==> config.mk <==
export PLATFORM = sky130hd
export DESIGN_NAME = bch_15_11_word_decoder
export DESIGN_NICKNAME = d
export VERILOG_FILES = /design/src/bchd_pkg.sv /design/src/bch_15_11_word_decoder.sv
export VERILOG_INCLUDE_DIRS = /design/src /design/src/src
export SDC_FILE = /design/constraint.sdc
export NUM_CORES = 1
export LEC_CHECK = 0
export BUFFER_PORTS_ARGS = -buffer_cell sky130_fd_sc_hd__buf_2
export CAP_MARGIN = 5
export CORE_MARGIN = 4
export CORE_UTILIZATION = 50
export DETAILED_ROUTE_END_ITERATION = 12
export HOLD_SLACK_MARGIN = 0.1
export PLACE_DENSITY = 0.77
export SKIP_LAST_GASP = 1
export SLEW_MARGIN = 20
export SYNTH_ARGS = -nofsm -noshare
export SYNTH_HDL_FRONTEND = slang
export SYNTH_SLANG_ARGS = --single-unit
==> constraint.sdc <==
create_clock -name clk -period 10.8 [get_ports clk]
set_input_delay 2.16 -clock clk [delete_from_list [all_inputs] [get_ports clk]]
set_output_delay 2.16 -clock clk [all_outputs]
set_load 0.02 [all_outputs]
==> src/assert_macros.svh <==
// Assertion macros shared by the decoder RTL.
`ifndef ASSERT_MACROS_SVH
`define ASSERT_MACROS_SVH

// Check that prop holds at every rising clk edge outside reset.
`define ASSERT_CLK(label, prop, msg) \
	label: assert property (@(posedge clk) disable iff (!arst_n) (prop)) else $error(msg);

// Check that cond at one edge implies result at the next edge.
`define ASSERT_NEXT(label, cond, result, msg) \
	label: assert property (@(posedge clk) disable iff (!arst_n) (cond) |=> (result)) \
		else $error(msg);

`endif

==> src/bchd_pkg.sv <==
// Package with widths, GF(2^4) power table and syndrome helpers for the BCH(15,11) decoder.
package bchd_pkg;

	localparam int WORD_BITS = 30;
	localparam int CODE_BITS = 15;
	localparam int INFO_BITS = 11;
	localparam int PAR_BITS  = 4;
	localparam int TDATA_BITS = ((WORD_BITS + 7) / 8) * 8;

	typedef logic [CODE_BITS-1:0] cw_t;
	typedef logic [PAR_BITS-1:0]  syn_t;
	typedef logic [WORD_BITS-1:0] word_t;

	// x^k mod (x^4 + x + 1), k = 0..14
	localparam syn_t X_POW [CODE_BITS] = '{
		4'h1, 4'h2, 4'h4, 4'h8, 4'h3, 4'h6, 4'hC, 4'hB,
		4'h5, 4'hA, 4'h7, 4'hE, 4'hF, 4'hD, 4'h9
	};

	// Codeword bit c is the coefficient of x^(14-c); bit 0 is sent first.
	function automatic syn_t bch_syndrome(input cw_t cw);
		syn_t s;
		s = '0;
		for (int c = 0; c < CODE_BITS; c++) begin
			if (cw[c])
				s ^= X_POW[CODE_BITS-1-c];
		end
		return s;
	endfunction

	// One-hot flip mask for a nonzero syndrome, zero otherwise.
	function automatic cw_t bch_err_mask(input syn_t syn);
		cw_t m;
		m = '0;
		for (int c = 0; c < CODE_BITS; c++)
			m[c] = (syn != '0) && (syn == X_POW[CODE_BITS-1-c]);
		return m;
	endfunction

endpackage

==> src/bch_15_11_word_decoder.sv <==
// Top level: three-stage BCH(15,11) single-error-correcting word decoder.
// Throughput: one word per cycle while m_tready is high; each stage holds only when the
// stage after it is full; a word passes the stage 1, 2 and 3 registers on its way out.
// Stage 1 deinterleaves and forms both syndromes, stage 2 turns each syndrome into a flip
// mask, stage 3 corrects and packs.
// Reset (arst_n low, asynchronous) empties all stages; data registers are not cleared.
`include "assert_macros.svh"

module bch_15_11_word_decoder
	import bchd_pkg::*;
(
	input  logic                  clk,
	input  logic                  arst_n,
	input  logic                  s_tvalid,
	output logic                  s_tready,
	input  logic [TDATA_BITS-1:0] s_tdata,  // [29:0] symbol_signs, [31:30] zero
	input  logic [0:0]            s_tuser,  // [0] first_word
	output logic                  m_tvalid,
	input  logic                  m_tready,
	output logic [TDATA_BITS-1:0] m_tdata   // [29:0] decoded_word, [31:30] zero
);

	// Stage valid bits and per-stage ready (a stage takes new data when empty
	// or when its content moves on in the same cycle).
	logic v_s1, v_s2, v_s3;
	logic rdy_s1, rdy_s2, rdy_s3;

	// Stage 1: deinterleaved codewords plus their syndromes
	cw_t  cw_a_s1, cw_b_s1;
	syn_t syn_a_s1, syn_b_s1;
	logic first_s1;

	// Stage 2: codewords plus their one-hot flip masks
	cw_t  cw_a_s2, cw_b_s2;
	cw_t  err_a_s2, err_b_s2;
	logic first_s2;

	// Stage 3: packed result word
	word_t word_s3;

	cw_t   in_a, in_b;
	cw_t   fix_a, fix_b;
	word_t packed_word, raw_word;

	assign rdy_s3   = !v_s3 || m_tready;
	assign rdy_s2   = !v_s2 || rdy_s3;
	assign rdy_s1   = !v_s1 || rdy_s2;
	assign s_tready = rdy_s1;

	// Split even symbols into codeword A, odd symbols into codeword B.
	always_comb begin
		for (int c = 0; c < CODE_BITS; c++) begin
			in_a[c] = s_tdata[2*c];
			in_b[c] = s_tdata[2*c+1];
		end
	end

	// Flip the bit each mask points at; rebuild the raw word for pass-through.
	always_comb begin
		fix_a = cw_a_s2 ^ err_a_s2;
		fix_b = cw_b_s2 ^ err_b_s2;
		packed_word = {fix_b[CODE_BITS-1:INFO_BITS], fix_a[CODE_BITS-1:INFO_BITS],
			fix_b[INFO_BITS-1:0], fix_a[INFO_BITS-1:0]};
		for (int c = 0; c < CODE_BITS; c++) begin
			raw_word[2*c]   = cw_a_s2[c];
			raw_word[2*c+1] = cw_b_s2[c];
		end
	end

	// Valid bits: advance when the next stage can take the data.
	always_ff @(posedge clk or negedge arst_n) begin
		if (!arst_n) begin
			v_s1 <= 1'b0;
			v_s2 <= 1'b0;
			v_s3 <= 1'b0;
		end else begin
			if (rdy_s1)
				v_s1 <= s_tvalid;
			if (rdy_s2)
				v_s2 <= v_s1;
			if (rdy_s3)
				v_s3 <= v_s2;
		end
	end

	// Payload registers: load on the same enables, hold otherwise.
	always_ff @(posedge clk) begin
		if (rdy_s1 && s_tvalid) begin
			cw_a_s1  <= in_a;
			cw_b_s1  <= in_b;
			syn_a_s1 <= bch_syndrome(in_a);
			syn_b_s1 <= bch_syndrome(in_b);
			first_s1 <= s_tuser[0];
		end
		if (rdy_s2 && v_s1) begin
			cw_a_s2  <= cw_a_s1;
			cw_b_s2  <= cw_b_s1;
			err_a_s2 <= bch_err_mask(syn_a_s1);
			err_b_s2 <= bch_err_mask(syn_b_s1);
			first_s2 <= first_s1;
		end
		if (rdy_s3 && v_s2)
			word_s3 <= first_s2 ? raw_word : packed_word;
	end

	assign m_tvalid = v_s3;
	assign m_tdata  = {{(TDATA_BITS-WORD_BITS){1'b0}}, word_s3};

	// Input may stall only when every stage is full.
	`ASSERT_CLK(a_stall_full, !s_tready |-> (v_s1 && v_s2 && v_s3),
		"input stalled with a bubble")
	// A blocked stage 1 keeps its codewords.
	`ASSERT_NEXT(a_s1_hold, v_s1 && !rdy_s2,
		v_s1 && $stable(cw_a_s1) && $stable(cw_b_s1), "stage 1 lost data on stall")
	// Zero syndrome on A leaves A info bits untouched.
	`ASSERT_NEXT(a_clean_a, v_s2 && rdy_s3 && !first_s2 && err_a_s2 == '0,
		word_s3[INFO_BITS-1:0] == $past(cw_a_s2[INFO_BITS-1:0]), "clean codeword A altered")
	// A valid result stays valid until its transaction completes.
	`ASSERT_NEXT(a_out_hold, m_tvalid && !m_tready, m_tvalid, "result dropped while stalled")

endmodule

# --- Word-level counts from Yosys, hierarchy flattened ---
# Cells that the tools add are included.
# W data, S select, Z words.
word_totals:
  register_bits: 133
  in_bits: 37
  mem_bits_ro: 0
  memories: 0
  latch_bits: 0
  wordCells: 174
  mem_bits_rw: 0
classes:
  mul: 0
  n_lt_le_gt_ge: 0
  addsub: 0
  div: 0
  muxes: 59
  eq_ne: 30
  n_bitwise: 30
  shift: 0
  reduce_logical: 41
op_table:
  columns: ["cell", "count"]
  rows:
  - ["$mux W4", 44]
  - ["$eq A4 B4 Y1 const B", 16]
  - ["$logic_and A1 B1 Y1", 33]
  - ["$eq A4 B3 Y1 const B", 8]
  - ["$mux W30", 1]
  - ["$xor A15 B15 Y15", 2]
  - ["$mux W3", 8]
  - ["$not A3 Y3", 8]
  - ["$not A2 Y2", 10]
  - ["$eq A4 B2 Y1 const B", 4]
  - ["$eq A4 B1 Y1 const B", 2]
  - ["$mux W2", 4]
  - ["$not A1 Y1", 8]
  - ["$not A4 Y4", 2]
  - ["$reduce_bool A4 Y1", 2]
  - ["$logic_not A1 Y1", 3]
  - ["$logic_or A1 B1 Y1", 3]
  - ["$mux W1", 2]

# --- Logic depth before layout (Yosys ltp) ---
# Gate-level depths: netlist of the first run.
logic_depth:
  word_depth: 47
  mapped_depth: 4
  ltp_nobuf: 3

# --- Least setup slack after synthesis of the first run ---
# Ideal clock, no wire load.
synth_path:
  path_kind: "input-to-reg"
  startpoint: "input port m_tready"
  endpoint: "register cw_a_s2[0], enable pin"
  slack_ps: 3539
  required_ps: 10227
  t_arrival_ps: 6687
  setup_time_ps: 573
  cell_stages: 2
  cell_sequence: "nor2b_1 > a21boi_0"
synth_between:
  elab_chain_len: 3
synth_rtl:
  columns: ["item", "line", "text"]
  rows:
  - ["from (decl)", "bch_15_11_word_decoder.sv:19", "input logic m_tready,"]
  - ["$logic_or A1 B1 Y1", "bch_15_11_word_decoder.sv:45", "assign rdy_s3 = !v_s3 || m_tready;"]
  - ["$logic_or A1 B1 Y1", "bch_15_11_word_decoder.sv:46", "assign rdy_s2 = !v_s2 || rdy_s3;"]
  - ["$logic_and A1 B1 Y1", "bch_15_11_word_decoder.sv:95", "if (rdy_s2 && v_s1) begin"]
  - ["to (signal assigned)", "bch_15_11_word_decoder.sv:96", "cw_a_s2 <= cw_a_s1;"]
  - ["to (decl)", "bch_15_11_word_decoder.sv:34", "cw_t cw_a_s2, cw_b_s2;"]
# No other way between the ends.
# A chain may end at the register's enable or synchronous reset.

# --- Worst setup path after layout of the first run ---
layout_path:
  startpoint: "input port m_tready"
  endpoint: "output port s_tready"
layout_between:
  elab_chain_len: 3
layout_rtl:
  columns: ["item", "line", "text"]
  rows:
  - ["$logic_or A1 B1 Y1", "bch_15_11_word_decoder.sv:45", null]
  - ["$logic_or A1 B1 Y1", "bch_15_11_word_decoder.sv:46", null]
  - ["$logic_or A1 B1 Y1", "bch_15_11_word_decoder.sv:47", "assign rdy_s1 = !v_s1 || rdy_s2;"]
  - ["to (decl)", "bch_15_11_word_decoder.sv:15", "output logic s_tready,"]
# No other way between the ends.

==> results of run 1 <==
## cell type report
class	instances	area share, %
clock inverters	12	1.803
repair buffers	70	5.770
flip-flops and latches	133	63.71
well taps	133	2.665
multi-input cells	178	19.23
clock buffers	20	6.812
## flip-flops by register name, indices dropped and copies added, names as in the netlist
register	count
cw_a_s1	15
cw_a_s2	15
cw_b_s1	15
cw_b_s2	15
err_a_s2	15
err_b_s2	15
first_s1	1
first_s2	1
m_tvalid	1
syn_a_s1	4
syn_b_s1	4
v_s1	1
v_s2	1
word_s3	30
## metrics by stage
step / worst slack, ns / instances
after detailed placement: 5.612 / 514
after floorplan: 3.539 / 319
after global routing: 5.515 / 546
after CTS: 5.612 / 546
after global placement: 5.676 / 514
final: 5.620 / 546
## synth_stat cells
cell / number
o21ai_0: 26
a21o_1: 1
nor2b_1: 2
nor2_1: 18
a21boi_0: 1
edfxtp_1: 130
xnor3_1: 4
xnor2_2: 2
or2_2: 1
xor2_1: 5
conb_1: 1
buf_4: 2
clkbuf_1: 6
nand2b_1: 13
nor3_1: 12
dfrtp_1: 3
nand2_1: 30
and2_1: 1
xnor2_1: 59
nand3_1: 1
## cells by family after synthesis
logic type,synth area share [%]
AND/OR/NAND/NOR,6.761
XOR/XNOR,13.14
flip-flops,76.52
buffers and inverters,0.7217
AO/OA/AOI/OAI,2.791
other,0.07212
## how the worst min path moves through the flow
stage / slack [ns] / start / to / depth (start not counted)
finish: 0.42 / cw_a_s1[11] / cw_a_s2[11] / 0
global route: 0.42 / cw_a_s1[5] / cw_a_s2[5] / 0
CTS: 0.42 / cw_b_s1[11] / cw_b_s2[11] / 0
detailed placement: 0.40 / cw_a_s1[5] / cw_a_s2[5] / 0
global placement: 0.40 / cw_b_s1[10] / cw_b_s2[10] / 0
floorplan: 0.40 / cw_a_s1[0] / cw_a_s2[0] / 0
## report_power, final
group,switching (W),internal (W)
combinational,0.0000975,0.0000658
clock,0.000193,0.000323
sequential,0.0000315,0.000646
## metal layers
metal | up-vias | wire length [um] | global-route usage, %
met5 | - | 0 | 0
met4 | 0 | 112 | 7.213
met3 | 7 | 654 | 4.718
met2 | 109 | 4040 | 23.44
met1 | 1262 | 3689 | 19.88
li1 | 1304 | - | -
==> reports/qor.txt, run 1 <==
Worst Setup EP = s_tready
First-pass GRT wire length = 13.32 mm
Clk root buf = clkbuf_8
Tot Pwr = 0.001357 W
Mean Syn Cell Area = 16.35 sq um
Maxcap violations = 0
Grt total ovfl = 0
Die boundary width = 110.0 um
Slowest stage delay, CP = 0.37 ns
Fill count = 697
Via count = 2682
DR vias/cell = 4.912
Cell area after layout = 6245 sq um
Max FO, Critical Path = 5
Final hold slack = 0.4171 ns
P per Cell Area = 217.3 nW/um^2
Die height = 110.0 um
CTS Sinks = 133
Vias in the first global route = 2667
Area growth, synth to finish = 20.09%
Synthesis Warnings = 0
Seq/Total Area, Yosys = 76.52%
CP Class = input pin to output port
RR Endpoint = err_a_s2[11]
CP endpoint kind = output port
Cell count after synthesis = 318
Cts hold-fix bufs = 0
Worst path most repeated cell = buf_2
Final core occ = 62.73%
Wire length per cell = 15.56 um
Core area = 9955 sq um
FF+latch area = 3979 sq um
Input/output buffers = 66
DRC = 0
Outcome = finished, final reports clean
Peak supply drop = 135.7 uV
Leakage power = 2.255 nW
Top-area cell type share of the netlist area = 75.07%
Clock latency at the later pin of the worst-skew pair = 0.50 ns
Measured slew at the worst slew-check pin = 0.7668 ns
Post-placement cell area = 5707 sq um
Final number of setup-violating endpoints = 0
Setup tns final = 0 ns
Top cells by area, synth = edfxtp_1 75%, xnor2_1 9.9%, o21ai_0 2.5%
Die area = 12100 sq um
Total GRT Usage = 15.23%
CTS tree = built
Setup bufs post-CTS = 0
CP bufs+invs = 2
Post-DRT Antenna Nets = 0
Post-synth cell types = 20
Worst reg2reg setup slack = 9.04 ns
Routed wire length = 8.497 mm
Initial Util = 52.24%
Hold Vio Cnt, Final = 0
HPWL Detailed = 5.826 mm
CTS Buf Count = 17
Rel. slew slack = 48.88%
Startpoint types = input pin
Row count = 36
Achievable Freq = 193.1 MHz
Worst r2r path cells = 3
CP startpoint = m_tready
Commonest non-fill, non-tap cell in the layout = edfxtp_1
Synth area leader = edfxtp_1
Largest net degree at the start of global routing = 62
Clock-pin slew on the worst setup and hold paths = 0.06 ns
DRT Pass-1 Iters = 4
Num ports = 71
RSZ-0062 raised after global routing = false
Worst hold path class = register to register
Max clock buf depth = 2
Iteration-0 DRC Markers = 189
H-Tree Depth = 4
Yosys reg bits = 133
Post-CTS sizing = 0
CP Depth = 4
FF-to-FF Start = m_tvalid
Final GP Congestion = 0.8371
Data required, critical path = 8.64 ns
CP cell instances = buf_2 -> nor2b_1 -> nand3_1 -> buf_2
Antenna Cells = 0
Clock Skews = 0.007971 ns
Initial antenna violation count = 0
Layout Nets = 437
Min Tclk post-route = 5.180 ns
Tcrit/Tclk final = 47.96%
WP data arrival = 3.02 ns
Commonest cells after routing, fill and taps aside = 130 x edfxtp_1, 66 x buf_2, 59 x xnor2_1
Area occupied by multi-input gates = 1201 sq um
Crit-path leading delay family = simple AND/OR/NAND/NOR gates
Synthesized cell area = 5200 sq um
CP max-delay cell = nor2b_1
Layout cell share with drive strength beyond 1 = 24.21%
Max Slew Vio Count = 0
(Power assumes the default switching activity.)
==> run 2, diff against run 1 <==
clock period = 5.2 ns   (was 10.8 ns; I/O delays follow)
==> run 2 against run 1 <==
First-iteration DRC count down 0.53%; worst hold slack got worse by 0.11 ns; cell area increased by 1.2%; count of clock-buffer cells in the layout decreased by 3; sequential share of layout area shrank 0.78 points; die area is the same; via count down 0.56%; largest cell class unchanged; highest routed layer unchanged.
==> reports/qor.txt, run 2 (synthesis results as in run 1) <==
Achievable Freq = 333.1 MHz
Fill count = 677 (-2.9%)
Sequential share of power = 47.3% (-2.6 points)
Largest net degree at the start of global routing = 57 (-8.1%)
Num ports = 71 (unchanged)
WP data arrival = 1.96 ns (-1.06 ns)
Die area = 12100 sq um (unchanged)
Worst r2r path cells = 3 (unchanged)
Largest Register = word_s3
Rel. slew slack = 43.49% (-5.4 points)
Setup tns final = 0 ns (unchanged)
HPWL Detailed = 5.688 mm (-2.4%)
Die height = 110.0 um (unchanged)
CTS tree = built
Final WS setup = 2.198 ns (-3.422 ns)
Max Slew Vio Count = 0 (unchanged)
Grt total ovfl = 0 (unchanged)
Input/output buffers = 66 (unchanged)
Row count = 36 (unchanged)
Comb power frac = 11.4% (-0.6 points)
Max FFs per register = 30 (unchanged)
CP Class = input pin to output port
Final core occ = 63.51% (+0.78 points)
Commonest cells after routing, fill and taps aside = 130 x edfxtp_1, 66 x buf_2, 59 x xnor2_1
Area growth, synth to finish = 21.58%
Total GRT Usage = 15.44% (+0.21 points)
Tcrit/Tclk final = 57.73%
CTS Buf Count = 17 (unchanged)
Antenna Cells = 0 (unchanged)
DR vias/cell = 4.885 (-0.56%)
RR Endpoint = cw_b_s2[6]
P_sw = 0.0007127 W (+120%)
Measured slew at the worst slew-check pin = 0.8455 ns (+0.07874 ns)
Initial antenna violation count = 0 (unchanged)
Hold Vio Cnt, Final = 0 (unchanged)
Startpoint types = input pin
Clk root buf = clkbuf_8
CP startpoint = m_tready
Die boundary width = 110.0 um (unchanged)
Data required, critical path = 4.16 ns (-4.48 ns)
Outcome = finished, final reports clean
Wire length per cell = 15.61 um (+0.33%)
Layout cell share with drive strength beyond 1 = 25.42% (+1.2 points)
DRC = 0 (unchanged)
Clock Skews = 0.007324 ns (-0.0006466 ns)
Commonest non-fill, non-tap cell in the layout = edfxtp_1
Clock Power Share = 41.3% (+3.2 points)
Iteration-0 DRC Markers = 188 (-0.53%)
Worst reg2reg setup slack = 3.04 ns (-6.00 ns)
RSZ-0062 raised after global routing = false
Post-CTS sizing = 0 (unchanged)
H-Tree Depth = 4 (unchanged)
Setup bufs post-CTS = 0 (unchanged)
Final number of setup-violating endpoints = 0 (unchanged)
P_int = 0.002260 W (+120%)
Post-DRT Antenna Nets = 0 (unchanged)
Peak supply drop = 228.8 uV (+69%)
CP endpoint kind = output port
Cts hold-fix bufs = 0 (unchanged)
Setup Slack @ Placement = 2.210 ns (-3.402 ns)
Max FO, Critical Path = 5 (unchanged)
Vias in the first global route = 2614 (-2.0%)
DRT Pass-1 Iters = 5 (+1)
Routed wire length = 8.525 mm (+0.33%)
Worst hold path class = input pin to async pin
Leakage power = 2.300 nW (+2.0%)
First-pass GRT wire length = 13.40 mm (+0.62%)
Clock latency at the later pin of the worst-skew pair = 0.51 ns (about the same)
Maxcap violations = 0 (unchanged)
Via count = 2667 (-0.56%)
Min Tclk post-route = 3.002 ns
Core area = 9955 sq um (unchanged)
Net Sw Frac = 23.97% (+0.21 points)
Final GP Congestion = 0.8554 (+2.2%)
CTS Sinks = 133 (unchanged)
Clock-pin slew on the worst setup and hold paths = 0.06 ns (about the same)
FF-to-FF Start = m_tvalid
Max clock buf depth = 2 (unchanged)
Layout Nets = 437 (unchanged)
P per Cell Area = 470.2 nW/um^2 (+120%)
Initial Util = 52.24% (unchanged)
## run 2: changes by cell type in the layout (fill, tap and decap cells not counted)
| cell | delta |
|---|---|
| clkinvlp_4 | -2 |
| clkinv_4 | +2 |
| inv_6 | +5 |
| clkbuf_1 | -3 |
| clkinv_2 | -2 |
| clkinv_1 | -2 |
| bufinv_16 | +2 |
## run 2: power by group through the flow
stage                     clock network, W  logic, W  registers [W]
after floorplan                          0  0.000197        0.00146
after global placement                   0  0.000332        0.00142
after detailed placement                 0  0.000340        0.00142
after CTS                          0.00124  0.000344        0.00141
after global routing               0.00130  0.000373        0.00142
final                              0.00123  0.000339        0.00141
## run 2: worst max-delay path, cell delays in order
cell	delay, ns
buf_2	0.09
nor2b_1	0.41
nand3_1	0.21
buf_2	0.20
## run 2: stage by stage
| step | hold WS [ns] | instances | total power [W] | area, sq um |
|---|---|---|---|---|
| after floorplan | 0.4003 | 319 | 0.001655 | 5204 |
| after global placement | 0.4027 | 514 | 0.001751 | 5707 |
| after detailed placement | 0.4045 | 514 | 0.001765 | 5707 |
| after CTS | 0.2840 | 546 | 0.002994 | 6322 |
| after global routing | 0.2810 | 546 | 0.003095 | 6322 |
| final | 0.3098 | 546 | 0.002973 | 6322 |
## run 2: metal layers
metal / up-vias / GRT usage (%) / wire [um]
li1: 1300 / - / -
met1: 1242 / 20.83 / 3813
met2: 115 / 23.09 / 3967
met3: 10 / 4.892 / 635
met4: 0 / 6.946 / 108
met5: - / 0 / 0
## run 2: how the worst max path moves through the flow
stage	endpoint
floorplan	cw_a_s2[0]
global placement	s_tready
detailed placement	s_tready
CTS	s_tready
global route	s_tready
finish	s_tready
## run 2: cell type report
cell class              instances  area, sq um  area share [%]
clock buffers                  17        414.1           6.551
clock inverters                15        201.4           3.186
multi-input cells             178         1201           19.00
flip-flops and latches        133         3979           62.93
well taps                     133        166.4           2.632
repair buffers                 70        360.3           5.700
